**src/hdl/flt_pkg.sv**
```systemverilog
package flt_pkg;

  // field widths
  localparam int M2_W    = 24;
  localparam int CFG_W   = 20;
  localparam int CNT_W   = 2;
  localparam int OUT_W   = 32;
  localparam int ST_W    = 2;
  localparam int PROD_W  = 2 * CFG_W;    // mi*ci, ci^2, M^2
  localparam int P2_W    = 2 * PROD_W;   // (mi*ci)^2
  localparam int NUM_CH  = 3;            // channels with their own registers
  localparam int MAX_CHANNELS_DEF = 3;

  // shared shift-add multiplier: 64 x 16 per step
  localparam int MUL_W     = 64;
  localparam int DIG_W     = 16;
  localparam int MUL_STEPS = MUL_W / DIG_W;

  // restoring divider, quotient bounded to DIVLO_W bits
  localparam int DEN_W   = 104;
  localparam int DIVLO_W = 64;
  localparam int TERM_K  = 62;           // quotient bits of the width term
  localparam int T_K     = 32;           // quotient bits of one part of T
  localparam int M2_SH   = 14;           // m2 Q.16 -> Q.30 divisor alignment
  localparam int W_SH    = 16;           // Q.16 -> Q.32
  localparam int T_SH    = 52 - T_K;     // mag * 2^52 split as (mag << 20, 32 zero bits)

  // digit-by-digit square root of a Q.32 radicand
  localparam int RAD_W  = 62;
  localparam int ROOT_W = RAD_W / 2;

  localparam logic [ST_W-1:0] ST_OK   = 2'd0;
  localparam logic [ST_W-1:0] ST_SAT  = 2'd1;
  localparam logic [ST_W-1:0] ST_ZERO = 2'd2;

  // register map
  localparam int ADDR_W = 5;
  localparam logic [2:0] REG_NOMINAL_MASS  = 3'd0;
  localparam logic [2:0] REG_CHANNEL_COUNT = 3'd1;
  localparam logic [2:0] REG_COUPLING_A    = 3'd2;
  localparam logic [2:0] REG_COUPLING_B    = 3'd3;
  localparam logic [2:0] REG_COUPLING_C    = 3'd4;
  localparam logic [2:0] REG_CHAN_MASS_A   = 3'd5;
  localparam logic [2:0] REG_CHAN_MASS_B   = 3'd6;
  localparam logic [2:0] REG_CHAN_MASS_C   = 3'd7;

  localparam logic [CFG_W-1:0] RST_NOMINAL_MASS  = 20'd65536;
  localparam logic [CNT_W-1:0] RST_CHANNEL_COUNT = 2'd1;
  localparam logic [CFG_W-1:0] RST_COUPLING      = 20'd65536;
  localparam logic [CFG_W-1:0] RST_CHAN_MASS_A   = 20'd9175;
  localparam logic [CFG_W-1:0] RST_CHAN_MASS_BC  = 20'd32505;

  typedef enum logic [3:0] {
    OP_NONE,
    OP_MM,     // M*M
    OP_P,      // mi*ci
    OP_P2,     // (mi*ci)^2
    OP_C2,     // ci*ci
    OP_DIV1,   // (mi*ci)^2 / (m2 << 14), capped
    OP_SQRT,   // sqrt|t1 - ci^2|, accumulate
    OP_NR,     // |Dr|^2
    OP_NI,     // |Di|^2 added
    OP_DIVR,   // real part of T
    OP_DIVI    // imaginary part of T
  } op_t;

  typedef struct packed {
    op_t        op;
    logic       start;
    logic       take_in;
    logic       load_out;
    logic [1:0] chan;
  } cmd_t;

  typedef struct packed {
    logic done;
    logic m2_zero;
    logic den_zero;
  } dp_st_t;

  typedef struct packed {
    logic [CFG_W-1:0] nominal_mass;
    logic [CFG_W-1:0] coupling_a;
    logic [CFG_W-1:0] coupling_b;
    logic [CFG_W-1:0] coupling_c;
    logic [CFG_W-1:0] chan_mass_a;
    logic [CFG_W-1:0] chan_mass_b;
    logic [CFG_W-1:0] chan_mass_c;
  } cfg_t;

endpackage

```
**src/hdl/flt_ctrl.sv**
```systemverilog
module flt_ctrl #(
  parameter int MAX_CHANNELS = flt_pkg::MAX_CHANNELS_DEF
) (
  input  logic                       clk,
  input  logic                       rst_n,
  input  logic                       in_valid,
  output logic                       in_ready,
  output logic                       out_valid,
  input  logic                       out_ready,
  input  logic [flt_pkg::CNT_W-1:0]  channel_count,
  input  flt_pkg::dp_st_t            st,
  output flt_pkg::cmd_t              cmd
);
  import flt_pkg::*;

  localparam int CapCh = (MAX_CHANNELS > NUM_CH) ? NUM_CH : MAX_CHANNELS;
  localparam logic [CNT_W-1:0] CH_CAP = CNT_W'(CapCh);

  typedef enum logic [11:0] {
    S_IDLE = 12'b000000000001,
    S_MM   = 12'b000000000010,
    S_P    = 12'b000000000100,
    S_P2   = 12'b000000001000,
    S_C2   = 12'b000000010000,
    S_DIV1 = 12'b000000100000,
    S_SQRT = 12'b000001000000,
    S_NR   = 12'b000010000000,
    S_NI   = 12'b000100000000,
    S_DIVR = 12'b001000000000,
    S_DIVI = 12'b010000000000,
    S_FIN  = 12'b100000000000
  } state_t;

  state_t           state_r, state_nxt;
  logic [1:0]       chan_r, chan_nxt;
  logic             start_r, start_nxt;
  logic             out_valid_r, out_valid_nxt;
  logic [CNT_W-1:0] n_eff;
  logic [CNT_W:0]   chan_inc;
  op_t              op;
  logic             take_in, load_out;

  assign n_eff    = (channel_count > CH_CAP) ? CH_CAP : channel_count;
  assign chan_inc = {1'b0, chan_r} + 1'b1;

  always_comb begin
    state_nxt = state_r;
    chan_nxt  = chan_r;
    op        = OP_NONE;
    take_in   = 1'b0;
    load_out  = 1'b0;
    unique case (state_r)
      S_IDLE: begin
        if (in_valid) begin
          take_in   = 1'b1;
          state_nxt = S_MM;
        end
      end
      S_MM: begin
        op = OP_MM;
        if (st.done) begin
          if (st.m2_zero) begin
            state_nxt = S_FIN;
          end else if (n_eff == '0) begin
            state_nxt = S_NR;
          end else begin
            chan_nxt  = '0;
            state_nxt = S_P;
          end
        end
      end
      S_P: begin
        op = OP_P;
        if (st.done) state_nxt = S_P2;
      end
      S_P2: begin
        op = OP_P2;
        if (st.done) state_nxt = S_C2;
      end
      S_C2: begin
        op = OP_C2;
        if (st.done) state_nxt = S_DIV1;
      end
      S_DIV1: begin
        op = OP_DIV1;
        if (st.done) state_nxt = S_SQRT;
      end
      S_SQRT: begin
        op = OP_SQRT;
        if (st.done) begin
          if (chan_inc < {1'b0, n_eff}) begin
            chan_nxt  = chan_inc[1:0];
            state_nxt = S_P;
          end else begin
            state_nxt = S_NR;
          end
        end
      end
      S_NR: begin
        op = OP_NR;
        if (st.done) state_nxt = S_NI;
      end
      S_NI: begin
        op = OP_NI;
        if (st.done) state_nxt = st.den_zero ? S_FIN : S_DIVR;
      end
      S_DIVR: begin
        op = OP_DIVR;
        if (st.done) state_nxt = S_DIVI;
      end
      S_DIVI: begin
        op = OP_DIVI;
        if (st.done) state_nxt = S_FIN;
      end
      S_FIN: begin
        if (!out_valid_r || out_ready) begin
          load_out  = 1'b1;
          state_nxt = S_IDLE;
        end
      end
      default: state_nxt = S_IDLE;
    endcase
  end

  // one start pulse on entry to every working state
  assign start_nxt = (state_nxt != state_r) && (state_nxt != S_IDLE) && (state_nxt != S_FIN);
  assign out_valid_nxt = load_out ? 1'b1 : (out_ready ? 1'b0 : out_valid_r);

  always_ff @(posedge clk) begin
    if (!rst_n) begin
      state_r     <= S_IDLE;
      chan_r      <= '0;
      start_r     <= 1'b0;
      out_valid_r <= 1'b0;
    end else begin
      state_r     <= state_nxt;
      chan_r      <= chan_nxt;
      start_r     <= start_nxt;
      out_valid_r <= out_valid_nxt;
    end
  end

  assign in_ready     = (state_r == S_IDLE);
  assign out_valid    = out_valid_r;
  assign cmd.op       = op;
  assign cmd.start    = start_r;
  assign cmd.take_in  = take_in;
  assign cmd.load_out = load_out;
  assign cmd.chan     = chan_r;

endmodule

```
**config.mk**
```make
export PLATFORM = sky130hd
export DESIGN_NAME = flt_ctrl
export DESIGN_NICKNAME = d
export VERILOG_FILES = /design/src/hdl/flt_pkg.sv /design/src/hdl/flt_ctrl.sv
export SDC_FILE = /design/constraint.sdc
export NUM_CORES = 1
export LEC_CHECK = 0
export BUFFER_PORTS_ARGS = -buffer_cell sky130_fd_sc_hd__clkbuf_2
export CORE_ASPECT_RATIO = 1.5
export CORE_UTILIZATION = 29
export CTS_BUF_LIST = sky130_fd_sc_hd__clkbuf_4 sky130_fd_sc_hd__clkbuf_8
export DETAILED_ROUTE_END_ITERATION = 10
export HOLD_SLACK_MARGIN = 0.1
export PLACE_DENSITY = 0.47
export SLEW_MARGIN = 20
export SYNTH_ARGS = -nofsm -noshare
export SYNTH_HDL_FRONTEND = slang
export SYNTH_SLANG_ARGS = --single-unit
```
**constraint.sdc**
```tcl
create_clock -name clk -period 5.7 [get_ports clk]
set_input_delay 0.285 -clock clk [delete_from_list [all_inputs] [get_ports clk]]
set_output_delay 0.285 -clock clk [all_outputs]
set_load 0.02 [all_outputs]
```
==> summary.md, run 1 <==
| Metric | Value |
|---|---|
| Post-Syn Nets | 194 |
| Via Count | approximately 1.5k |
| CTS clk-pin slew, worst paths | about 0.080 ns |
| Final wirelength | 4.18 mm |
| Slowest CP cell | nor4_4 |
| Failing checks | DRC |
| Die W | 58.1 um |
| Final setup viols | 0 |
| Main combinational cell family by area after synthesis | simple AND/OR/NAND/NOR gates |
| Post-CTS setup repair buffer count | 0 |
| Crit path kind | flop to output pin |
| Clock tree buffer depth | 2 |
| CORE AREA | ~4500 um2 |
| Tmin final | ~2.7 ns |
| Num ports | 20 |
| Crit-path max FO | 12 |
| Final hold violations | 0 |
| Area Overhead vs Synth | 10.3% |
| Post-Synth Adder-Cell Area | approximately 2.4% |
| Initial DRT Pass Iterations | 7 |
| Yosys top cell area share | between 20% and 30% |
| Cell Rows | 30 |
| RSZ-0062 raised after global routing | false |
| Fraction of registers with async set/reset | 0% |
| Final nets | 201 |
| First-pass GRT wire length | slightly above 7 mm |
| Ys Warns | 0 |
| Post-synthesis mux area share | approximately 2.2% |
| Placer Congestion | 0.897 |
| Peak VDD IR | between 60 and 70 uV |
| Crit path required time | between 5 and 6 ns |
| Slew headroom | 59.8% |
| Cts bufs inserted | 3 |
| Worst-path cell chain | nor4_4, nand2_2, nor4_1, a2111o_1, clkbuf_2 |
| Multi-input gate area | 925 um2 |
| Setup TNS | 0 ns |
| Root buffer cell | clkbuf_8 |
| Post-CTS Hold Buffers | 0 |
| Post-Synthesis Cells | approximately 180 |
| Synth top area cells | dfxtp_1, nor2_1, xor2_1 |
| DRC | 1 |
| Post-DP HPWL | approximately 3.2 mm |
| Clock Latency Late Sink | 0.26 ns |
| Pwr/cell area | between 150 and 200 nW/um2 |
| Number of DRC markers in iteration 0 | 87 |
| Post-DRT Antenna Nets | 0 |
| Total power | approximately 0.29 mW |
| CTS tree | built |
| Yosys top cell by area | dfxtp_1 |
| Achievable Freq | roughly 370 MHz |
| # clock sinks | 16 |
| H-Tree Depth | 1 |
| Synth Area in Simple Gates | around a third |
| Buffers on Ports | 19 |
| DIE AREA | 5000 um2 |
| ANT cells | 0 |
| Avg Cell Area, Syn | approximately 7.5 um2 |
| Seq cells post-synth | 16 |
| Leakage | between 0.6 and 0.7 nW |
| Seq. cell area | around 320 um2 |
| Sequential area share after synthesis | a little under a quarter |
| Period utilisation layout | a little under half |
| Total GRT Usage | around a fifth |
| Worst min path class | primary input to flop |
| Initial antenna violation count | 0 |
| Routed WL per cell | 16.5 um |
| Post-synth top flop | dfxtp_1 |
| CP Capture Type | output pin |
| Largest net degree at the start of global routing | 16 |
| Status | finished with violations |
| Vias/cell | between 5 and 6 |
| XOR/XNOR Fraction of Synth Area | 5.12% |
| Share of post-route cells with drive strength above 1 | roughly 17% |
| Crit path largest cell delay | 0.58 ns |
| Slew Limit Fails | 0 |
| Die outline height | roughly 86 um |
| Arr. time, crit path | 2.42 ns |
| Slew @ Worst Pin | around 0.60 ns |
| Total grt overflow | 0 |
| Number of global-route vias before repair | 1421 |
| Worst reg-to-reg setup slack | 3.02 ns |
| Maxcap violations | 0 |
| Post-Syn Area | between 1000 and 1500 um2 |
| Clock Skew | roughly 0.0079 ns |
| Synth cell types | 55 |
| Post-synth EDFFs | 0 |
| Compound-Gate Fraction of Synth Area | between 20% and 30% |
| Worst Setup Start Kind | flop |
| Post-CTS Resized | 0 |
| Initial Utilization | between 30% and 40% |
| Filler cell count | 486 |
-- synth_stat cells, drive strengths merged, types with 2 or more instances --
library cell / count
nor4b: 4
nor4: 8
nand2: 12
a21oi: 10
xor2: 7
a31oi: 2
nor2: 18
nand3: 7
inv: 7
or3: 2
o211ai: 4
nor3: 12
or4: 3
o21a: 2
nor3b: 2
dfxtp: 16
nand4: 5
buf: 9
nor2b: 3
mux2i: 3
and3: 2
or2: 4
clkbuf: 9
o211a: 2
o21ai: 9
-- power breakdown --
part | internal [mW] | leakage, nW | switching (mW) | total (mW)
sequential | 0.115 | 0.130 | 0.00698 | 0.122
clock | 0.0615 | 0.0288 | 0.0461 | 0.108
combinational | 0.0238 | 0.469 | 0.0376 | 0.0613
total | 0.200 | 0.627 | 0.0906 | 0.291
-- kinds of logic (layout without fill, tap and decap cells) --
group,Yosys count,count (layout)
AND/OR/NAND/NOR,85,85
AO/OA/AOI/OAI,44,44
buffers and inverters,25,31
flip-flops,16,16
XOR/XNOR,8,8
multiplexers,3,3
adder cells (fa/ha/maj),2,2
-- flip-flops by register name, indices dropped and copies added (netlist names) --
register   flops
out_valid      1
state_r       12
chan_r         2
start_r        1
-- critical path, delay by kind of cell (launching register included) --
| kind | cells | cell delay, ns |
|---|---|---|
| DFF | 1 | 0.47 |
| AOI/OAI and AO/OA | 1 | 0.19 |
| and+or+nand+nor | 3 | 1.33 |
| buffers and inverters | 1 | 0.16 |
-- path summary, 6_finish.rpt --
path,start,endpoint,cells past startpoint
worst max-delay path,state_r[5]$_SDFF_PN0_,cmd[5],5
worst min-delay path,rst_n,state_r[3]$_SDFF_PN0_,2
worst max register to register,state_r[5]$_SDFF_PN0_,start_r$_SDFF_PN0_,6
worst min register to register,chan_r[1]$_SDFFE_PN0P_,chan_r[1]$_SDFFE_PN0P_,2
-- placed cells by master, fill, tap and decap left out, types with 3 or more instances in the layout --
| master | instances |
|---|---|
| dfxtp_1 | 16 |
| nor2b_1 | 3 |
| nand2_1 | 11 |
| mux2i_1 | 3 |
| nand3_1 | 7 |
| o211ai_1 | 4 |
| nor3_1 | 12 |
| xor2_1 | 7 |
| nand4_1 | 5 |
| a21oi_1 | 10 |
| inv_1 | 7 |
| nor4_1 | 6 |
| clkbuf_2 | 19 |
| or2_2 | 3 |
| nor4b_1 | 4 |
| nor2_1 | 18 |
| o21ai_0 | 7 |
| clkbuf_8 | 4 |
-- stage by stage --
stage	worst slack [ns]	util (%)	instance area, um2	hold slack (ns)	std cells
detailed placement	3.07	32.0	1450	0.518	249
global route	2.87	33.2	1510	0.323	253
CTS	3.04	33.2	1510	0.310	253
global placement	3.12	32.0	1450	0.522	249
finish	2.99	33.2	1510	0.312	253
floorplan	3.37	-	1370	0.403	183
-- layout make-up --
type	count	share of cell area (%)
multi-input combinational	142	61.3
sequential	16	21.2
timing repair buffer	20	6.80
tap	64	5.31
clock buffer	4	3.65
inverter	7	1.74
-- layer usage --
layer  up-vias  GRT usage, %  part of all wire [%]
met5         -             0                     0
met4         0          12.1                   4.7
met2        78          32.5                    53
met3        17          3.02                   6.3
met1       667          20.5                    36
li1        689             -                     -
Note: power is estimated with default switching activity, not from simulation.
==> run 2, diff against run 1 <==
- ABC_AREA: default -> 1
- PLACE_DENSITY: 0.47 -> 0.48
- clock period: 5.7 -> 2.3 ns (I/O delays scaled with it)
==> run 2 against run 1 <==
Effect of this change:
- the flow now finishes without violations
- routed wire length grew 27%
- sequential cell count did not move
- critical path depth is 6 higher
- total power rose to 2.6 times the previous value
- register-to-register slack got worse by 2.7 ns
- clock skew shrank 0.0032 ns
- critical endpoint is now start_r$_SDFF_PN0_
==> summary.md, run 2 <==
| Metric | Value |
|---|---|
| DIE AREA | 6080 um2 (+22%) |
| Clock tree buffer depth | 2 (unchanged) |
| Tmin final | 2.02 ns |
| Part of the power in registers | 38.1% (-3.8 points) |
| Final wirelength | 5.31 mm (+27%) |
| Initial DRT Pass Iterations | 4 (-3) |
| Final setup viols | 0 (unchanged) |
| Root buffer cell | clkbuf_8 |
| Clock Skew | 0.00474 ns (-0.00318 ns) |
| Post-Syn Nets | 283 (+46%) |
| Min Hold Slack | 0.160 ns (-0.152 ns) |
| Post-synth EDFFs | 0 (unchanged) |
| Max FFs per register | 12 (unchanged) |
| Most frequent cells in the layout | nand2_1, nand3_1, nor2_1, inv_1, clkbuf_2 |
| First-pass GRT wire length | 8.61 mm (+21%) |
| Worst min path class | primary input to flop |
| Setup TNS | 0 ns (unchanged) |
| Buffers on Ports | 19 (unchanged) |
| H-Tree Depth | 1 (unchanged) |
| Slew @ Worst Pin | 0.536 ns (-0.0653 ns) |
| Die W | 64.0 um (+10%) |
| Worst Setup Start Kind | flop |
| Clock Latency Late Sink | 0.26 ns (about the same) |
| Post-Synthesis Cells | 272 (+49%) |
| Crit path required time | 2.47 ns (-2.94 ns) |
| Vias/cell | 5.15 (-10%) |
| # clock sinks | 16 (unchanged) |
| Slew headroom | 64.2% (+4.4 points) |
| Maxcap violations | 0 (unchanged) |
| Post-CTS Resized | 0 (unchanged) |
| Crit path to | start_r$_SDFF_PN0_ |
| Design area | 1880 um2 (+25%) |
| Cts bufs inserted | 3 (unchanged) |
| RR Endpoint | start_r$_SDFF_PN0_ |
| Crit path kind | flop to flop |
| Crit-path max FO | 11 (-1) |
| Most common cell in the synthesized netlist | nand2_1 |
| Via Count | 1855 (+28%) |
| Setup crit start | state_r[9]$_SDFF_PN0_ |
| Final hold violations | 0 (unchanged) |
| Routed WL per cell | 14.8 um (-11%) |
| Period utilisation layout | 88.0% |
| Largest net degree at the start of global routing | 15 (-1) |
| Post-DP HPWL | 4.24 mm (+32%) |
| Comb pwr share | 26.4% (+5.3 points) |
| Biggest regs | state_r x12, chan_r x2 |
| Die outline height | 95.0 um (+10%) |
| RSZ-0062 raised after global routing | false |
| Avg Cell Area, Syn | 6.15 um2 (-18%) |
| Filler cell count | 617 (+27%) |
| Synth cell types | 29 (-47%) |
| Worst reg-to-reg setup slack | 0.28 ns (-2.74 ns) |
| Critical R2R Launch | state_r[9]$_SDFF_PN0_ |
| Status | finished clean |
| Post-synth top flop | dfxtp_1 |
| Achievable Freq | slightly below 500 MHz |
| Initial Utilization | 30.4% (+0.33 points) |
| Post-DRT Antenna Nets | 0 (unchanged) |
| Commonest non-fill, non-tap cell in the layout | nand2_1 |
| Share of post-route cells with drive strength above 1 | 26.9% (+9.4 points) |
| Arr. time, crit path | 2.19 ns (-0.23 ns) |
| Yosys top cell by area | dfxtp_1 |
| Num ports | 20 (unchanged) |
| Sequential area share after synthesis | 19.2% (-4.3 points) |
| CTS tree | built |
| ANT cells | 0 (unchanged) |
| R2R cell count | 11 (+5) |
| Net Switching | 0.265 mW (+190%) |
| Post-DP Area | 1820 um2 (+25%) |
| Seq cells post-synth | 16 (unchanged) |
| Total GRT Usage | 18.5% (-0.19 points) |
| Internal power | 0.501 mW (+150%) |
| Number of global-route vias before repair | 1791 (+26%) |
| Fraction of registers with async set/reset | 0% (unchanged) |
| CTS clk-pin slew, worst paths | 0.08 ns (about the same) |
| Post-Syn Area | 1670 um2 (+22%) |
| CP Capture Type | flop |
| Total grt overflow | 0 (unchanged) |
| Slew Limit Fails | 0 (unchanged) |
| Total power | 0.766 mW (+160%) |
| CORE AREA | 5490 um2 (+21%) |
| Switch share | 34.6% (+3.4 points) |
| Leakage | 0.910 nW (+45%) |
| Peak VDD IR | 167 uV (+150%) |
| Initial antenna violation count | 0 (unchanged) |
| Yosys top cell area share | 19.2% (-4.3 points) |
| Pwr/cell area | 407 nW/um2 (+110%) |
| Final nets | 302 (+50%) |
| Top cells by count, synth | nand2_1, nand3_1, nor2_1 |
| Area Overhead vs Synth | 12.5% |
| Clk pwr share | 35.5% (-1.5 points) |
| Ys Warns | 0 (unchanged) |
| Number of DRC markers in iteration 0 | 101 (+16%) |
| Reg with most FFs | state_r |
| DRC | 0 (-1) |
| Synth top area cells | dfxtp_1, nand2_1, nand3_1 |
| Cell Rows | 33 (+10%) |
| Placer Congestion | 0.880 (-1.9%) |
==> run 2: layout make-up <==
class	count	area (um2)	share of cell area, %
Clock buffer	4	55.1	2.93
Inverter	43	161	8.58
Multi-Input combinational cell	204	1130	60.0
Sequential cell	16	320	17.0
Tap cell	70	87.6	4.66
Timing Repair Buffer	23	128	6.79
==> run 2: logic make-up (layout without fill, tap and decap cells) <==
family	Yosys count	count (layout)	synth area share, %
simple gates	166	166	52.8
flops	16	16	19.2
buf+inv	52	70	13.3
compound gates	36	36	12.8
fa+ha+maj	2	2	1.95
==> run 2: what timing repair did <==
item,4_1_cts,5_1_grt
endpoints found under the setup margin,0,0
hold buffers,1,0
setup buffers,0,0
endpoints found under the hold margin,1,0
==> run 2: layer usage <==
metal / wire length (um) / track usage [%]
met1: 2210 / 20.9
met3: 175 / 2.05
met2: 2730 / 33.7
met5: 0 / 0
met4: 197 / 9.47
==> run 2: through the flow <==
step                setup WS [ns]  utilization (%)  instances
CTS                         0.350             34.2        360
finish                      0.277             34.2        360
detailed placement          0.365             33.1        355
global route               0.0983             34.2        360
global placement            0.347             33.1        355
floorplan                   0.514                -        272
==> run 2: power groups by stage <==
stage	registers, mW	clock network (mW)	logic, mW
final	0.292	0.271	0.202
after global routing	0.292	0.289	0.227
after CTS	0.292	0.277	0.203
after detailed placement	0.298	0	0.201
after global placement	0.298	0	0.203
after floorplan	0.297	0	0.160
==> run 2: critical path: stages (launching register included) <==
cell and delay, ns:
dfxtp_1 0.35, inv_2 0.09, nand2_2 0.07, nor2_2 0.39
nand3_1 0.23, nand3b_1 0.21, a21oi_1 0.18, nand3_1 0.12
nor2_1 0.11, nand3_1 0.07, nand2_1 0.06, inv_1 0.03
==> run 2: worst min path at each step <==
| stage | startpoint | end | cells after the start |
|---|---|---|---|
| final | out_ready | out_valid$_SDFFE_PN0P_ | 4 |
| after global routing | out_ready | out_valid$_SDFFE_PN0P_ | 4 |
| after CTS | out_ready | out_valid$_SDFFE_PN0P_ | 4 |
| after detailed placement | rst_n | state_r[0]$_SDFF_PN1_ | 2 |
| after global placement | rst_n | state_r[0]$_SDFF_PN1_ | 2 |
| after floorplan | rst_n | state_r[0]$_SDFF_PN1_ | 1 |
==> run 3, diff against run 2 <==
- CELL_PAD_IN_SITES_DETAIL_PLACEMENT: default -> 2
- CELL_PAD_IN_SITES_GLOBAL_PLACEMENT: default -> 2
- CTS_CLUSTER_SIZE: default -> 16
- GPL_ROUTABILITY_DRIVEN: default -> 0
- PLACE_DENSITY: 0.48 -> 0.79
==> run 3 against run 2 <==
Effect of this change:
- register-to-register slack improved by 0.06 ns
- cell count decreased by 0.56%
- critical endpoint unchanged
- worst hold slack got worse by 0.047 ns
- critical path depth increased by 1
- global-route usage increased by 4.3 points
- total power decreased by 5.3%
- setup slack improved by 0.063 ns
- sequential share of layout area increased by 0.17 points
- largest power group unchanged
==> summary.md, run 3 (same netlist as run 2, synthesis figures left out) <==
| Metric | Value |
|---|---|
| Buffers on Ports | 19 (unchanged) |
| Clock Skew | 0.00290 ns (-0.00184 ns) |
| CTS clk-pin slew, worst paths | 0.07 ns (about the same) |
| Beginning of the worst hold path | rst_n |
| Crit path kind | flop to flop |
| M3 GR Usage | 2.29% (+0.24 points) |
| Biggest regs | state_r x12, chan_r x2 |
| CORE AREA | 5490 um2 (unchanged) |
| Arr. time, crit path | 2.11 ns (-0.08 ns) |
| Tmin final | 1.96 ns (-0.0634 ns) |
| Hold path depth | 2 (-2) |
| Cell Rows | 33 (unchanged) |
| Pwr/cell area | 390 nW/um2 (-4.3%) |
| ANT cells | 0 (unchanged) |
| Slew Limit Fails | 0 (unchanged) |
| Peak VDD IR | 153 uV (-8.3%) |
| Initial Utilization | 30.4% (unchanged) |
| # clock sinks | 16 (unchanged) |
| Pre-CTS WS | 0.204 ns (-0.161 ns) |
| Crit-path max FO | 6 (-5) |
| Maxcap violations | 0 (unchanged) |
| Number of DRC markers in iteration 0 | 30 (-70%) |
| CP Capture Type | flop |
| Clock Latency Late Sink | 0.25 ns (about the same) |
| Most Crowded Layer GR | met2 |
| Area Overhead vs Synth | 11.4% |
| Post-DP Area | 1820 um2 (unchanged) |
| First-pass GRT wire length | 10.4 mm (+20%) |
| Vias/cell | 5.24 (+1.8%) |
| Slew headroom | 62.9% (-1.3 points) |
| Status | finished clean |
| Post-DP HPWL | 5.23 mm (+23%) |
| DIE AREA | 6080 um2 (unchanged) |
| Post-CTS Resized | 0 (unchanged) |
| H-Tree Depth | 1 (unchanged) |
| Met1 global-route usage | 23.6% (+2.7 points) |
| Total GRT Usage | 22.8% (+4.3 points) |
| Comb pwr share | 28.6% (+2.2 points) |
| Slew @ Worst Pin | 0.556 ns (+0.0194 ns) |
| Reg with most FFs | state_r |
| Share of post-route cells with drive strength above 1 | 26.7% (-0.16 points) |
| Switch share | 36.1% (+1.5 points) |
| Final nets | 301 (-0.33%) |
| Die outline height | 95.0 um (unchanged) |
| Worst reg-to-reg setup slack | 0.34 ns (+0.06 ns) |
| Routed WL per cell | 17.5 um (+19%) |
| Design area | 1860 um2 (-1.0%) |
| Internal power | 0.464 mW (-7.5%) |
| Max FFs per register | 12 (unchanged) |
| Part of the power in registers | 40.4% (+2.3 points) |
| Crit path largest cell delay | 0.55 ns (+0.16 ns) |
| Period utilisation layout | 85.2% (-2.8 points) |
| RSZ-0062 raised after global routing | false |
| Largest net degree at the start of global routing | 17 (+2) |
| Final setup viols | 0 (unchanged) |
| Fin util | 33.9% (-0.34 points) |
| Post-CTS Hold Buffers | 0 (-1) |
| Worst min path class | primary input to flop |
| Setup TNS | 0 ns (unchanged) |
| Initial DRT Pass Iterations | 4 (unchanged) |
| Crit path required time | 2.45 ns (-0.02 ns) |
| Via Count | 1877 (+1.2%) |
| CTS tree | built |
| Filler cell count | 741 (+20%) |
| Number of global-route vias before repair | 2078 (+16%) |
| Achievable Freq | 510 MHz (+3.2%) |
| Final hold violations | 0 (unchanged) |
| Leakage | 0.900 nW (-1.1%) |
| Die W | 64.0 um (unchanged) |
| Final wirelength | 6.27 mm (+18%) |
| Post-CTS setup repair buffer count | 0 (unchanged) |
| Worst Setup Start Kind | flop |
| Post-DRT Antenna Nets | 0 (unchanged) |
| Clk pwr share | 31.0% (-4.5 points) |
| Commonest non-fill, non-tap cell in the layout | nand2_1 |
| Post-layout worst setup margin | 0.341 ns (+0.0634 ns) |
| DRC | 0 (unchanged) |
| RR Endpoint | start_r$_SDFF_PN0_ |
| Critical R2R Launch | chan_r[0]$_SDFFE_PN0P_ |
| Initial antenna violation count | 0 (unchanged) |
| Most frequent cells in the layout | nand2_1, nand3_1, nor2_1, inv_1, clkbuf_2 |
| Clock tree buffer depth | 2 (unchanged) |
| Num ports | 20 (unchanged) |
| Net Switching | 0.262 mW (-1.2%) |
| Hold Path Sink | state_r[0]$_SDFF_PN1_ |
| Total grt overflow | 0 (unchanged) |
| Slowest CP cell | fa_1 |
| Root buffer cell | clkbuf_8 |
| R2R cell count | 12 (+1) |
| Worst-path cell chain | fa_1, nand3_1, nand3_1, nand2_1, inv_1, nand2_1, nand4_1, nand4_1, nor2_1, nand3_1, nand2_1, inv_1 |
| Min Hold Slack | 0.112 ns (-0.0473 ns) |
| Cts bufs inserted | 3 (unchanged) |
| Met2 Use GR | 46.2% (+13 points) |
==> run 3: cell count changes in the layout (fill, tap and decap cells not counted), sizes merged <==
cell,previous run,this run
dlygate4sd3,1,0
clkbuf,23,22
==> run 3: layer usage <==
layer | up-vias | part of all wire (%)
met3 | 12 | 1.9
met5 | - | 0
met1 | 917 | 39
li1 | 922 | -
met4 | 0 | 2.6
met2 | 26 | 57
==> run 3: cell type report <==
cell class	count	area, um2	share of cell area [%]
multi-input combinational	204	1130	60.9
sequential	16	320	17.2
inverter	43	161	8.67
timing repair buffer	22	118	6.32
tap	70	87.6	4.70
clock buffer	3	41.3	2.22
==> run 3: metrics by stage <==
step	total power [mW]	cells
after detailed placement	0.509	355
after floorplan	0.457	272
after global routing	0.766	358
after CTS	0.737	358
final	0.725	358
after global placement	0.501	355
==> run 3: worst max-delay path: cells and delay by family, from the launching register on <==
family | cells | cell delay (ns)
adders and majority gates | 1 | 0.55
buffers and inverters | 2 | 0.10
DFF | 1 | 0.37
and+or+nand+nor | 9 | 0.83
==> run 3: how the worst max path moves through the flow <==
stage | startpoint | to | slack, ns | cells past startpoint
after floorplan | chan_r[0]$_SDFFE_PN0P_ | start_r$_SDFF_PN0_ | 0.51 | 11
after global placement | state_r[9]$_SDFF_PN0_ | start_r$_SDFF_PN0_ | 0.28 | 15
after detailed placement | state_r[9]$_SDFF_PN0_ | start_r$_SDFF_PN0_ | 0.20 | 15
after CTS | state_r[8]$_SDFF_PN0_ | start_r$_SDFF_PN0_ | 0.18 | 15
after global routing | state_r[9]$_SDFF_PN0_ | start_r$_SDFF_PN0_ | 0.15 | 15
final | chan_r[0]$_SDFFE_PN0P_ | start_r$_SDFF_PN0_ | 0.34 | 12
==> run 3: power groups by stage <==
stage                     clock network, mW  logic, mW  registers [mW]
after floorplan                           0      0.160           0.297
after global placement                    0      0.202           0.299
after detailed placement                  0      0.209           0.300
after CTS                             0.233      0.210           0.294
after global routing                  0.243      0.229           0.295
final                                 0.225      0.208           0.293
